File: src/sv/ohlc_queue.sv
// Short item queue between the front end and the bar update logic.
// Register array with one read pointer; depends on nothing beyond its parameters.
module ohlc_queue #(
	parameter int WIDTH = 8,
	parameter int DEPTH = 4
) (
	input  logic             clk,
	input  logic             arst_n,
	input  logic             push_valid,
	output logic             push_ready,
	input  logic [WIDTH-1:0] push_data,
	output logic             pop_valid,
	input  logic             pop_ready,
	output logic [WIDTH-1:0] pop_data
);
	localparam int ADDR_W = (DEPTH > 1) ? $clog2(DEPTH) : 1;
	localparam int CNT_W  = $clog2(DEPTH + 1);
	localparam logic [ADDR_W-1:0] LAST = ADDR_W'(DEPTH - 1);

	logic [WIDTH-1:0]  mem_q [DEPTH];
	logic [ADDR_W-1:0] wr_ptr_q;
	logic [ADDR_W-1:0] rd_ptr_q;
	logic [CNT_W-1:0]  count_q;
	logic              do_push;
	logic              do_pop;

	assign push_ready = count_q != CNT_W'(DEPTH);
	assign pop_valid  = count_q != '0;
	assign do_push    = push_valid && push_ready;
	assign do_pop     = pop_valid && pop_ready;
	assign pop_data   = mem_q[rd_ptr_q];

	// Advance pointers and occupancy
	always_ff @(posedge clk or negedge arst_n) begin
		if (!arst_n) begin
			wr_ptr_q <= '0;
			rd_ptr_q <= '0;
			count_q  <= '0;
		end else begin
			if (do_push) begin
				wr_ptr_q <= (wr_ptr_q == LAST) ? '0 : wr_ptr_q + 1'b1;
			end
			if (do_pop) begin
				rd_ptr_q <= (rd_ptr_q == LAST) ? '0 : rd_ptr_q + 1'b1;
			end
			if (do_push && !do_pop) begin
				count_q <= count_q + 1'b1;
			end else if (do_pop && !do_push) begin
				count_q <= count_q - 1'b1;
			end
		end
	end

	// Store the item
	always_ff @(posedge clk) begin
		if (do_push) begin
			mem_q[wr_ptr_q] <= push_data;
		end
	end

endmodule

File: config.mk
export PLATFORM = sky130hd
export DESIGN_NAME = ohlc_queue
export DESIGN_NICKNAME = d
export VERILOG_FILES = /design/src/sv/ohlc_queue.sv
export SDC_FILE = /design/constraint.sdc
export NUM_CORES = 1
export LEC_CHECK = 0
export ABC_CLOCK_PERIOD_IN_PS = 3450
export CAP_MARGIN = 0
export CORE_MARGIN = 2
export CORE_UTILIZATION = 55
export CTS_CLUSTER_SIZE = 30
export DETAILED_ROUTE_END_ITERATION = 10
export DONT_BUFFER_PORTS = 1
export PLACE_DENSITY = 0.7
export REMOVE_ABC_BUFFERS = 1
export SETUP_SLACK_MARGIN = 0.15
export SYNTH_ARGS = -nofsm -noshare
export SYNTH_HDL_FRONTEND = slang
export SYNTH_SLANG_ARGS = --single-unit
File: constraint.sdc
create_clock -name clk -period 3.45 [get_ports clk]
set_input_delay 0.5175 -clock clk [delete_from_list [all_inputs] [get_ports clk]]
set_output_delay 0.5175 -clock clk [all_outputs]
set_load 0.01 [all_outputs]
==> results.md <==
- The start-to-end type of the worst setup path is reg -> out.
- The post-layout minimum cycle time is 2240 ps.
- The worst register-to-register path ends at count_q[2]$_DFFE_PN0P_.
- The clock skew is 5.81 ps.
- The area taken by multi-input logic gates is 443 µm².
- The share of the clock period used by the worst path after layout is 64.8%.
- The number of fill cells in the layout is 201.
- The die width is 57.9 µm.
- The total CTS buffers is 5.
- The relative slew slack is 58.7%.
- The library cells used most frequently in the layout, excluding fill and tap cells, are 32 x sky130_fd_sc_hd__edfxtp_1, 8 x sky130_fd_sc_hd__mux4_2, 7 x sky130_fd_sc_hd__dfrtp_1.
- The worst register-to-register path begins at count_q[2]$_DFFE_PN0P_.
- Cells with a size suffix above 1 make up 26.7% of the layout.
- The final layout contains 104 nets.
- The run finished with clean final reports.
- The final wirelength is 2150 µm.
- The clock root buffer is sky130_fd_sc_hd__clkbuf_4.
- TritonCTS built the clock tree.
- Across all layers, the routed design uses 677 vias.
- Row generation in the floorplan step produced 19 rows.
- The relative contribution of the clock network to total power is 18.0%.
- Setup repair after global routing left no endpoint under its margin.
- The number of antenna diodes is 0.
- The switching power as a share of total power is 30.5%.
- Entering global routing, the biggest net connects 12 pins.
- The first global-routing pass estimated 3480 µm of wire.
- The synthesized design contains 39 register bits.
- The later pin in the worst-skew pair is clocked with a latency of 340 ps.
- The clock net in this run drives a total of 39 sinks.
- The half-perimeter wire length after placement is 1500 µm.
- The part of the Yosys area used for sequential elements is 71.0%.
- The highest achievable clock rate is 447 MHz.
- STA puts the critical path data arrival time at 1720 ps.
- The setup check on the worst reg-to-reg path leaves a slack of 1390 ps.
- The number of input and output port buffers inserted is 0.
- The top cell type by area accounts for 60.1% of the synthesized area.
- The launching element type of the critical path is a flip-flop.
- The most area-hungry cell type in the Yosys netlist is sky130_fd_sc_hd__edfxtp_1.
- For this run, the number of Yosys warnings is 0.
- Grouping stages by cell kind, the critical path spends the most delay in flip-flops.
- Setup violations remaining at the end of the flow were counted as 0.
- The leading cell type in the layout, fill and taps excluded is sky130_fd_sc_hd__edfxtp_1.
- Along the worst path, the maximum fanout reaches 11.
- The largest single stage delay on the critical path is 750 ps.
- Synthesis handed over a netlist of 79 instances.
- The min-delay analysis places its worst path in the category in -> reg.
- Counting instances, the worst hold path has a depth of 0.
- The clock passes through at most 2 buffers.
- For this design the top-level I/O count stands at 22.
- In this run the static leakage power is 0.608 nW.
- The remaining routing DRC violations is 0.
- The overall die height is 57.9 µm.
- IR analysis of the VDD net gives a maximum drop of 0.639 mV.
- The worst hold path begins at push_data[2].
- The slack of the critical path is 1210 ps.
- The total negative slack for setup checks is 0 ps.
- The power dissipated by switching net loads is 0.428 mW.
- After synthesis the cells add up to 1600 µm².
- Of the total power, combinational logic draws 28.7%.
- The clock slew seen by the registers of the worst setup and hold paths is 100 ps.
- Across every metal layer, demand over resource in global routing totals 15.1%.
- The via count of the first global-routing pass is 718.
- The critical path contains buffers and inverters numbering 0 combined.
- STA classifies the critical path endpoint as an output port.
- The endpoint of the worst hold path is mem_q[0][2]$_DFFE_PP_.
- Global routing finished with a remaining overflow of 0.
- For the worst setup path, the data required time is 2930 ps.
- The area inside the core boundary is 2760 µm².
- The ratio of routed vias to standard cells is 5.79.
- The detailed-router iteration count before antenna repair is 4.
- The signal on the critical path passes through mux4_2.
- The last weighted congestion value of the routability-driven placer is 0.640.
- The die area is 3350 µm².
- The mean routed wirelength per cell is 18.3 µm.
- On the critical path, the stage with the largest delay is an instance of sky130_fd_sc_hd__dfrtp_1.
- The final hold violation count was 0.
- The share of total power dissipated in sequential elements is 53.3%.
- Ranked by total cell area, the synthesized netlist is headed by sky130_fd_sc_hd__edfxtp_1 60%, sky130_fd_sc_hd__mux4_2 11%, sky130_fd_sc_hd__dfrtp_1 11%, sky130_fd_sc_hd__ha_1 4.7%, sky130_fd_sc_hd__mux2_2 2.1%.
- The netlist uses 18 different library cells.
- Summing all flip-flop and latch instances after layout gives 1140 µm².
- The initial antenna violation count is 0.
- For this block, the initial DRC count from the detailed router was 16.
- The number of H-tree branching levels is 2.
- The depth of the most critical reg-to-reg path is 8.
- The number of nets still failing antenna checks after routing is 0.
- Max-cap violations in this run came to 0.
- The effective utilization at floorplan is 58.0%.
- Relative to the synthesized area, the layout overhead comes to 6.81%.
- The slew at the pin with the worst max-slew slack is 620 ps.
- Cell internal power was estimated by the tool at 0.974 mW.
- Power spread over the standard cell area amounts to 821 nW/µm².
- Each instance of the synthesized netlist takes up on average 20.2 µm².
- Timing analysis after detailed placement gives a worst setup slack of 1390 ps.
- The final number of max-transition violations is 0.
[final cells by class]
type | instances | share of cell area [%]
Sequential cell | 39 | 66.5
Multi-Input combinational cell | 35 | 25.9
Clock buffer | 8 | 4.03
Tap cell | 31 | 2.27
Inverter | 3 | 0.659
Timing Repair Buffer | 1 | 0.586
[stage by stage]
stage                     area [µm²]  hold slack (ps)  cells  util [%]  power (mW)
after floorplan                 1590              222     77         -        1.08
after global placement          1630              222    108      59.1        1.15
after CTS                       1710              258    117      61.9        1.43
final                           1710              268    117      61.9        1.40
after global routing            1710              244    117      61.9        1.49
after detailed placement        1630              222    108      59.1        1.17
[power groups by stage]
stage	sequential, mW	combinational, mW	clock [mW]
after CTS	0.753	0.412	0.263
after detailed placement	0.763	0.410	0
after global routing	0.769	0.446	0.280
after floorplan	0.727	0.352	0
final	0.747	0.403	0.252
after global placement	0.755	0.397	0
[cell usage after synthesis]
cell type                  number
sky130_fd_sc_hd__dfrtp_1        7
sky130_fd_sc_hd__clkbuf_1       1
sky130_fd_sc_hd__nor2_1         4
sky130_fd_sc_hd__ha_1           6
sky130_fd_sc_hd__xor2_1         2
sky130_fd_sc_hd__xnor2_1        1
sky130_fd_sc_hd__or3_4          1
sky130_fd_sc_hd__a21boi_2       1
sky130_fd_sc_hd__edfxtp_1      32
sky130_fd_sc_hd__nand2_4        1
sky130_fd_sc_hd__inv_1          3
sky130_fd_sc_hd__and2_1         4
sky130_fd_sc_hd__mux2_4         2
sky130_fd_sc_hd__nand2_1        1
sky130_fd_sc_hd__buf_2          1
sky130_fd_sc_hd__mux4_2         8
sky130_fd_sc_hd__fa_1           1
sky130_fd_sc_hd__mux2_2         3
[flip-flops by register name (all words and copies together) (netlist names)]
signal and count:
rd_ptr_q 2, wr_ptr_q 2, count_q 3, mem_q 32
[cell families (layout without fill, tap and decap cells)]
logic type	Yosys count	in the layout	share of synthesized area [%]
DFF	39	39	71.0
muxes	13	13	15.3
and+or+nand+nor	11	11	4.15
adders and majority gates	7	7	5.95
buffers and inverters	5	12	1.25
xor gates and xnor gates	3	3	1.64
AOI/OAI and AO/OA	1	1	0.704
[worst max path at each step]
stage	depth (start not counted)	end	startpoint	slack [ps]
2_1_floorplan	8	count_q[2]$_DFFE_PN0P_	count_q[2]$_DFFE_PN0P_	1490
3_3_place_gp	8	count_q[2]$_DFFE_PN0P_	count_q[2]$_DFFE_PN0P_	1440
3_5_place_dp	8	count_q[2]$_DFFE_PN0P_	count_q[2]$_DFFE_PN0P_	1390
4_1_cts	1	pop_data[6]	rd_ptr_q[0]$_DFFE_PN0P_	1150
5_1_grt	1	pop_data[2]	rd_ptr_q[0]$_DFFE_PN0P_	1080
6_report	1	pop_data[6]	rd_ptr_q[0]$_DFFE_PN0P_	1210
[per-layer routing]
metal | vias to the layer above | share of wire, % | GRT usage, %
li1 | 314 | - | -
met1 | 335 | 43 | 18.4
met2 | 20 | 48 | 23.4
met3 | 8 | 6.2 | 5.13
met4 | 0 | 2.8 | 8.97
met5 | - | 0 | 0
[repair_timing]
| item | in CTS | in global routing |
|---|---|---|
| hold buffers | 1 | 0 |
| buffers inserted | 0 | 0 |
| endpoints found under the hold margin | 7 | 0 |
| gates resized for setup | 0 | 0 |
No activity file was read; power rests on OpenSTA's default activity.
