### src/sv/ohlc_pkg.sv
// Shared types and constants for the tick to OHLC bar aggregator.
// Used by ohlc_front, ohlc_back, the top level and the testbench; depends on nothing.
package ohlc_pkg;

	// Stamp and key widths
	localparam int DATE_W = 27;
	localparam int TIME_W = 28;
	localparam int SEC_W  = 19;   // time / 1000
	localparam int MIN_W  = 12;   // time / 100000
	localparam int HOUR_W = 5;    // time / 10000000
	localparam int MON_W  = 21;   // date / 100
	localparam int YEAR_W = 14;   // date / 10000

	// Configuration widths
	localparam int UNIT_W     = 3;
	localparam int MULT_W     = 11;
	localparam int STALE_W    = 16;
	localparam int CFG_IDX_W  = 2;
	localparam int CFG_DATA_W = 16;
	localparam int BCNT_W     = 16;

	// Configuration register indexes
	localparam logic [CFG_IDX_W-1:0] CFG_PERIOD_UNIT     = 2'd0;
	localparam logic [CFG_IDX_W-1:0] CFG_PERIOD_MULTIPLE = 2'd1;
	localparam logic [CFG_IDX_W-1:0] CFG_STALE_LIMIT     = 2'd2;

	// Configuration reset values
	localparam logic [MULT_W-1:0]  MULT_RESET  = 11'd1;
	localparam logic [STALE_W-1:0] STALE_RESET = 16'd180;

	// Stamp packing scales
	localparam int unsigned DATE_YEAR_SCALE  = 10000;
	localparam int unsigned DATE_MONTH_SCALE = 100;
	localparam int unsigned TIME_HOUR_SCALE  = 10000000;
	localparam int unsigned TIME_MIN_SCALE   = 100000;
	localparam int unsigned TIME_SEC_SCALE   = 1000;

	// Period normalization factors
	localparam int unsigned HOUR_TO_MIN = 60;
	localparam int unsigned WEEK_TO_DAY = 5;

	// Exact reciprocals: floor(x / d) = (x * ceil(2^s / d)) >> s for all x below 2^N,
	// with s = N + ceil(log2 d).
	localparam int RCP_W = 29;
	localparam logic [RCP_W-1:0] RCP_SEC  = 29'd274877907;  // 1/1000,     s = 38
	localparam logic [RCP_W-1:0] RCP_MIN  = 29'd351843721;  // 1/100000,   s = 45
	localparam logic [RCP_W-1:0] RCP_HOUR = 29'd450359963;  // 1/10000000, s = 52
	localparam logic [RCP_W-1:0] RCP_MON  = 29'd171798692;  // 1/100,      s = 34
	localparam logic [RCP_W-1:0] RCP_YEAR = 29'd219902326;  // 1/10000,    s = 41
	localparam int SH_SEC  = 38;
	localparam int SH_MIN  = 45;
	localparam int SH_HOUR = 52;
	localparam int SH_MON  = 34;
	localparam int SH_YEAR = 41;

	localparam int QUEUE_DEPTH = 4;

	typedef enum logic [UNIT_W-1:0] {
		UNIT_MILLI, UNIT_SECOND, UNIT_MINUTE, UNIT_HOUR,
		UNIT_DAY, UNIT_WEEK, UNIT_MONTH, UNIT_YEAR
	} unit_t;

	typedef enum logic [1:0] {
		ST_STALE  = 2'd0,
		ST_UPDATE = 2'd1,
		ST_NEW    = 2'd2
	} status_t;

	// Classified tick stamp handed from the front to the back
	typedef struct packed {
		logic              stale;
		logic [DATE_W-1:0] date;
		logic [TIME_W-1:0] tod;
		logic [SEC_W-1:0]  sec_key;
		logic [MIN_W-1:0]  min_key;
		logic [HOUR_W-1:0] hour_key;
		logic [MON_W-1:0]  mon_key;
		logic [YEAR_W-1:0] year_key;
	} ohlc_stamp_t;

endpackage

### src/sv/ohlc_back.sv
// Back end: holds the bar state, counts unit boundaries and drives the result register.
// Pops classified items from ohlc_queue; depends on ohlc_pkg.
module ohlc_back #(
	parameter int PRICE_WIDTH  = 32,
	parameter int VOLUME_WIDTH = 40
) (
	input  logic                                clk,
	input  logic                                arst_n,
	input  logic                                item_valid,
	output logic                                item_ready,
	input  ohlc_pkg::ohlc_stamp_t               item_stamp,
	input  logic signed [PRICE_WIDTH-1:0]       item_close,
	input  logic [VOLUME_WIDTH-1:0]             item_volume,
	input  logic [VOLUME_WIDTH-1:0]             item_interest,
	input  ohlc_pkg::unit_t                     period_unit,
	input  logic [ohlc_pkg::MULT_W-1:0]         period_multiple,
	output logic                                out_valid,
	input  logic                                out_ready,
	output logic [1:0]                          status,
	output logic signed [PRICE_WIDTH-1:0]       bar_open,
	output logic signed [PRICE_WIDTH-1:0]       bar_high,
	output logic signed [PRICE_WIDTH-1:0]       bar_low,
	output logic signed [PRICE_WIDTH-1:0]       bar_close,
	output logic [VOLUME_WIDTH-1:0]             bar_start_volume,
	output logic [VOLUME_WIDTH-1:0]             bar_open_interest,
	output logic [VOLUME_WIDTH-1:0]             closed_bar_volume,
	output logic                                closed_bar_valid,
	output logic [ohlc_pkg::DATE_W-1:0]         bar_date_stamp,
	output logic [ohlc_pkg::TIME_W-1:0]         bar_time_stamp
);
	import ohlc_pkg::*;

	localparam int NMULT_W = MULT_W + 6;

	// Bar state
	logic                          has_bar_q;
	logic [BCNT_W-1:0]             bcnt_q;
	logic [DATE_W-1:0]             last_date_q;
	logic [TIME_W-1:0]             last_tod_q;
	logic [SEC_W-1:0]              last_sec_q;
	logic [MIN_W-1:0]              last_min_q;
	logic [HOUR_W-1:0]             last_hour_q;
	logic [MON_W-1:0]              last_mon_q;
	logic [YEAR_W-1:0]             last_year_q;
	logic signed [PRICE_WIDTH-1:0] open_q, high_q, low_q, close_q;
	logic [VOLUME_WIDTH-1:0]       start_vol_q, interest_q;
	logic [DATE_W-1:0]             start_date_q;
	logic [TIME_W-1:0]             start_tod_q;

	// Result register
	logic                          out_valid_q;
	status_t                       status_q;
	logic signed [PRICE_WIDTH-1:0] open_r_q, high_r_q, low_r_q, close_r_q;
	logic [VOLUME_WIDTH-1:0]       start_vol_r_q, interest_r_q, cvol_q;
	logic                          cvalid_q;
	logic [DATE_W-1:0]             start_date_r_q;
	logic [TIME_W-1:0]             start_tod_r_q;

	// Next values
	unit_t                         unit_n;
	logic [NMULT_W-1:0]            mult_full;
	logic [BCNT_W-1:0]             mult_n;
	logic                          crossed;
	logic [BCNT_W:0]               cnt_inc;
	logic                          wrap;
	logic                          fresh;
	logic                          pop;
	logic                          live;
	status_t                       nx_status;
	logic                          nx_has_bar;
	logic [BCNT_W-1:0]             nx_bcnt;
	logic signed [PRICE_WIDTH-1:0] nx_open, nx_high, nx_low, nx_close;
	logic [VOLUME_WIDTH-1:0]       nx_start_vol, nx_interest, nx_cvol;
	logic                          nx_cvalid;
	logic [DATE_W-1:0]             nx_start_date;
	logic [TIME_W-1:0]             nx_start_tod;

	assign item_ready = !out_valid_q || out_ready;
	assign pop        = item_valid && item_ready;
	assign live       = !item_stamp.stale;

	// Normalize hour to minutes and week to days, saturate the multiple
	always_comb begin
		case (period_unit)
			UNIT_HOUR: begin
				unit_n    = UNIT_MINUTE;
				mult_full = NMULT_W'(period_multiple) * NMULT_W'(HOUR_TO_MIN);
			end
			UNIT_WEEK: begin
				unit_n    = UNIT_DAY;
				mult_full = NMULT_W'(period_multiple) * NMULT_W'(WEEK_TO_DAY);
			end
			default: begin
				unit_n    = period_unit;
				mult_full = NMULT_W'(period_multiple);
			end
		endcase
		mult_n = (mult_full > NMULT_W'({BCNT_W{1'b1}})) ? {BCNT_W{1'b1}} : mult_full[BCNT_W-1:0];
	end

	// Detect a unit boundary against the previous non-stale stamp
	always_comb begin
		case (unit_n)
			UNIT_MILLI:  crossed = (item_stamp.date != last_date_q) ||
				(item_stamp.tod != last_tod_q);
			UNIT_SECOND: crossed = (item_stamp.date != last_date_q) ||
				(item_stamp.sec_key != last_sec_q);
			UNIT_MINUTE: crossed = (item_stamp.date != last_date_q) ||
				(item_stamp.min_key != last_min_q);
			UNIT_HOUR:   crossed = (item_stamp.date != last_date_q) ||
				(item_stamp.hour_key != last_hour_q);
			UNIT_DAY:    crossed = item_stamp.date != last_date_q;
			UNIT_MONTH:  crossed = item_stamp.mon_key != last_mon_q;
			UNIT_YEAR:   crossed = item_stamp.year_key != last_year_q;
			default:     crossed = 1'b0;
		endcase
	end

	// Advance the rollover counter and decide on a new bar
	assign cnt_inc = {1'b0, bcnt_q} + 1'b1;
	assign wrap    = cnt_inc >= {1'b0, mult_n};
	assign fresh   = !has_bar_q || (crossed && wrap);

	always_comb begin
		nx_status     = ST_STALE;
		nx_has_bar    = has_bar_q;
		nx_bcnt       = bcnt_q;
		nx_open       = open_q;
		nx_high       = high_q;
		nx_low        = low_q;
		nx_close      = close_q;
		nx_start_vol  = start_vol_q;
		nx_interest   = interest_q;
		nx_cvol       = '0;
		nx_cvalid     = 1'b0;
		nx_start_date = start_date_q;
		nx_start_tod  = start_tod_q;
		if (live) begin
			nx_has_bar  = 1'b1;
			nx_close    = item_close;
			nx_interest = item_interest;
			if (has_bar_q && crossed) begin
				nx_bcnt = wrap ? '0 : cnt_inc[BCNT_W-1:0];
			end
			if (fresh) begin
				nx_status     = ST_NEW;
				nx_open       = item_close;
				nx_high       = item_close;
				nx_low        = item_close;
				nx_start_vol  = item_volume;
				nx_start_date = item_stamp.date;
				nx_start_tod  = item_stamp.tod;
				if (has_bar_q) begin
					nx_cvol   = item_volume - start_vol_q;
					nx_cvalid = 1'b1;
				end
			end else begin
				nx_status = ST_UPDATE;
				if (item_close > high_q) begin
					nx_high = item_close;
				end
				if (item_close < low_q) begin
					nx_low = item_close;
				end
			end
		end
	end

	// Hold bar state
	always_ff @(posedge clk or negedge arst_n) begin
		if (!arst_n) begin
			has_bar_q    <= 1'b0;
			bcnt_q       <= '0;
			last_date_q  <= '0;
			last_tod_q   <= '0;
			last_sec_q   <= '0;
			last_min_q   <= '0;
			last_hour_q  <= '0;
			last_mon_q   <= '0;
			last_year_q  <= '0;
			open_q       <= '0;
			high_q       <= '0;
			low_q        <= '0;
			close_q      <= '0;
			start_vol_q  <= '0;
			interest_q   <= '0;
			start_date_q <= '0;
			start_tod_q  <= '0;
		end else if (pop && live) begin
			has_bar_q    <= nx_has_bar;
			bcnt_q       <= nx_bcnt;
			last_date_q  <= item_stamp.date;
			last_tod_q   <= item_stamp.tod;
			last_sec_q   <= item_stamp.sec_key;
			last_min_q   <= item_stamp.min_key;
			last_hour_q  <= item_stamp.hour_key;
			last_mon_q   <= item_stamp.mon_key;
			last_year_q  <= item_stamp.year_key;
			open_q       <= nx_open;
			high_q       <= nx_high;
			low_q        <= nx_low;
			close_q      <= nx_close;
			start_vol_q  <= nx_start_vol;
			interest_q   <= nx_interest;
			start_date_q <= nx_start_date;
			start_tod_q  <= nx_start_tod;
		end
	end

	// Result valid
	always_ff @(posedge clk or negedge arst_n) begin
		if (!arst_n) begin
			out_valid_q <= 1'b0;
		end else if (pop) begin
			out_valid_q <= 1'b1;
		end else if (out_ready) begin
			out_valid_q <= 1'b0;
		end
	end

	// Result payload
	always_ff @(posedge clk) begin
		if (pop) begin
			status_q       <= nx_status;
			open_r_q       <= nx_open;
			high_r_q       <= nx_high;
			low_r_q        <= nx_low;
			close_r_q      <= nx_close;
			start_vol_r_q  <= nx_start_vol;
			interest_r_q   <= nx_interest;
			cvol_q         <= nx_cvol;
			cvalid_q       <= nx_cvalid;
			start_date_r_q <= nx_start_date;
			start_tod_r_q  <= nx_start_tod;
		end
	end

	assign out_valid         = out_valid_q;
	assign status            = status_q;
	assign bar_open          = open_r_q;
	assign bar_high          = high_r_q;
	assign bar_low           = low_r_q;
	assign bar_close         = close_r_q;
	assign bar_start_volume  = start_vol_r_q;
	assign bar_open_interest = interest_r_q;
	assign closed_bar_volume = cvol_q;
	assign closed_bar_valid  = cvalid_q;
	assign bar_date_stamp    = start_date_r_q;
	assign bar_time_stamp    = start_tod_r_q;

endmodule

### config.mk
export PLATFORM = sky130hd
export DESIGN_NAME = ohlc_back
export DESIGN_NICKNAME = d
export VERILOG_FILES = /design/src/sv/ohlc_pkg.sv /design/src/sv/ohlc_back.sv
export SDC_FILE = /design/constraint.sdc
export NUM_CORES = 1
export LEC_CHECK = 0
export ABC_AREA = 1
export ABC_CLOCK_PERIOD_IN_PS = 6400
export BUFFER_PORTS_ARGS = -buffer_cell sky130_fd_sc_hd__buf_2
export CORE_UTILIZATION = 40
export CTS_CLUSTER_SIZE = 30
export DETAILED_ROUTE_END_ITERATION = 6
export SYNTH_ARGS = -nofsm -noshare
export SYNTH_HDL_FRONTEND = slang
export SYNTH_SLANG_ARGS = --single-unit
### constraint.sdc
create_clock -name clk -period 6.4 [get_ports clk]
set_input_delay 0.32 -clock clk [delete_from_list [all_inputs] [get_ports clk]]
set_output_delay 0.32 -clock clk [all_outputs]
set_load 0.03 [all_outputs]
==> qor.yml <==
synthCells: 4222
wirelength_um: 105000
cts_root_buf: "clkbuf_16"
r2r_setup_slack_ns: 1.92
grt_max_degree: 194
cp_top_family: "simple AND/OR/NAND/NOR gates"
maxCapViolCount: 0
wire_per_inst_um: 16.9
io_pins: 565
path_depth: 33
coreArea_um2: 90100
fin_crit_ns: 5.38
cts_tree: "built"
clock_path_buffers: 3
dp_hpwl_um: 71900
crit_type: "input port to register"
mappedNetlistArea_um2: 36500
fmax_ghz: 0.186
synth_top_area_share_pct: 27.6
busiest_layer: "met2"
die_y_um: 304
drc: 0
power.density_nw_per_um2: 415
final_nets: 5367
initial_core_util_pct: 40.5
gp_congestion: 0.908
drtPass1Iterations: 7
grt-ovfl-total: 0
crit_fanout: 100
stdcell_count: 6186
p_total_w: 0.0187
antenna_found_initial: 14
total_leakage_power_nw: 22.2
numCtsBuffers: 82
clkPwrFrac_pct: 25.3
setup_viol: 0
power_frac_comb_pct: 37.8
dieArea_um2: 92400
crit_start: "period_multiple[3]"
required_ns: 6.97
synth-main-ff-cell: "dfrtp_1"
io_buffers: 559
start_kind: "input port"
ys_seq_area_share_pct: 52.8
drive_gt1_share_pct: 16.4
endpoint: "start_date_q[8]"
endpoint_kind: "register"
ant_nets: 0
r2r_end: "start_date_q[8]"
num-fill-cells: 8401
rr_startpoint: "bcnt_q[0]"
slowest_delay_ns: 0.51
ys_seq_elements: 708
period_share_pct: 84.1
synth_top_cells_by_area: "dfrtp_1 28%, edfxtp_1 25%, nand2_1 16%"
p_seq_share_pct: 36.9
hp-start: "item_stamp[121]"
cp_common_cell: "nand2_1"
syn_to_final_growth_pct: 23.6
met2_usage_pct: 37.3
use_met1_pct: 29.5
utilization_pct: 50.0
grt_first_pass_wirelength_um: 163000
syn_area_per_cell_um2: 8.64
rsz0062_at_grt: "no"
vias: 30000
p_int_w: 0.0115
dieWidth_um: 304
ys_async_sr_fraction_pct: 56.8
clk_latency_ns: 0.65
relSlewSlack_pct: 29.4
yosysUniqueCellTypes: 49
holdCritPathClass: "input port to register"
grt_pass1_vias: 29200
post_drt_via_cell_ratio: 4.85
h-tree-depth: 3
synth-edff-count: 306
use_met3_pct: 3.97
rows: 110
clock_skew_ns: 0.0177
yosysWarningCount: 0
worstPathArrival_ns: 5.96
p_sw_w: 0.00724
status: "completed"
drv_slew: 0
setup_tns_ns: 0
path_clk_slew_ns: 0.06
place_inst: 5831
r2r_cells: 22
tightest_slew_ns: 1.06
drt_iter0_markers: 2080
cts.sinks: 708
sw_frac_of_total_pct: 38.7
hold_viol: 0
whs_ns: 0.0443
yosysTopAreaCell: "dfrtp_1"
vdd_drop_max_uv: 213
syn_nets: 4655
crit_path_top_delay_cell: "fa_1"
gr-usage-all-layers_pct: 22.4
crit_buf_inv: 5
## worst min path at each step
stage / end / slack (ns) / depth (start not counted)
global route: last_tod_q[0] / 0.03 / 3
CTS: last_tod_q[0] / 0.002 / 3
floorplan: bcnt_q[0] / 0.02 / 0
global placement: interest_q[26] / 0.38 / 1
finish: last_date_q[22] / 0.04 / 3
detailed placement: interest_q[24] / 0.38 / 1
## synthesized netlist by cell type (all sizes together) (7+ instances only)
cell type,n
dfrtp,402
nand2,1526
o2111ai,7
clkbuf,95
ha,155
edfxtp,306
o22ai,7
inv,493
xnor2,37
a21o,11
a31oi,7
o21ai,425
nand3,174
nor2,173
xor2,38
buf,61
fa,21
a21oi,123
and2,66
nand4,17
nor3,17
or2,14
## metrics by stage
step           setup WS, ns  instance area (µm²)
2_1_floorplan         0.425                36500
3_3_place_gp          0.418                40400
3_5_place_dp          0.393                40400
4_1_cts                1.06                45100
5_1_grt               0.553                45100
6_report               1.02                45100
## placed cells by master, fill, tap and decap left out, drive strengths merged, types with 2 or more instances in the layout
cell and count:
nand2 1526, o2111ai 7, inv 494, buf 589, a211oi 6, o21bai 6
ha 155, nand3b 4, nor3b 3, xnor2 37, diode 8, and2 66
o21ai 425, dfrtp 402, fa 21, or2 14, xor2 38, nand3 174
o211ai 4, clkbuf 114, and3 3, clkinvlp 5, nor3 17, o21a 6
nor2 173, a22o 3, nand4 17, edfxtp 306, nor4 5, o22ai 7
clkinv 25, a21oi 123, bufinv 8, dlygate4sd3 195, a21o 11, a31oi 7
a21boi 2
## registers in the layout, indices dropped and copies added (netlist names), 40 cells and up
register and cells:
bar_open_interest 40, bar_start_volume 40, closed_bar_volume 40, interest_q 40
start_vol_q 40
## layer usage
layer  routed length (µm)  part of all wire [%]
met1                46200                    44
met2                49700                    48
met3                 5770                   5.5
met4                 2840                   2.7
met5                   51                 0.049
## final cells by class
| cell class | count | area (µm²) | share of cell area [%] |
|---|---|---|---|
| tap | 1176 | 1470 | 3.26 |
| multi-input combinational | 2864 | 14700 | 32.5 |
| sequential | 708 | 19200 | 42.7 |
| clock buffer | 114 | 2290 | 5.07 |
| timing repair buffer | 784 | 5140 | 11.4 |
| inverter | 494 | 1870 | 4.14 |
| antenna | 8 | 20.0 | 0.0444 |
| clock inverter | 38 | 399 | 0.885 |
## worst reg2reg max path, delay by kind of cell, from the launching register on
kind | cells | cell delay [ns]
AO/OA/AOI/OAI | 3 | 0.30
XOR/XNOR | 1 | 0.24
adder cells (fa/ha/maj) | 1 | 0.28
buffers and inverters | 1 | 0.50
flip-flops | 1 | 0.41
AND/OR/NAND/NOR | 16 | 2.69
## what timing repair did
action,4_1_cts,5_1_grt
resized for setup,0,0
hold buffers,195,0
endpoints found under the hold margin,333,0
setup buffers,0,0
## cell families (layout without fill, tap and decap cells)
family	count (synthesis)	in the layout	synth area share [%]
AND/OR/NAND/NOR	2002	2002	22.1
adder cells (fa/ha/maj)	176	176	6.47
XOR/XNOR	75	75	1.80
buffers and inverters	650	1430	7.12
other	0	8	0
AO/OA/AOI/OAI	610	610	9.68
flip-flops	708	708	52.8
multiplexers	1	1	0.0309
## power by group through the flow
| stage | logic (W) | clock network, W | registers (W) |
|---|---|---|---|
| 3_3_place_gp | 0.00685 | 0 | 0.00696 |
| 2_1_floorplan | 0.00417 | 0 | 0.00776 |
| 5_1_grt | 0.00791 | 0.00504 | 0.00703 |
| 3_5_place_dp | 0.00697 | 0 | 0.00698 |
| 6_report | 0.00707 | 0.00474 | 0.00691 |
| 4_1_cts | 0.00710 | 0.00487 | 0.00691 |
Note: power is estimated with default switching activity, not from simulation.
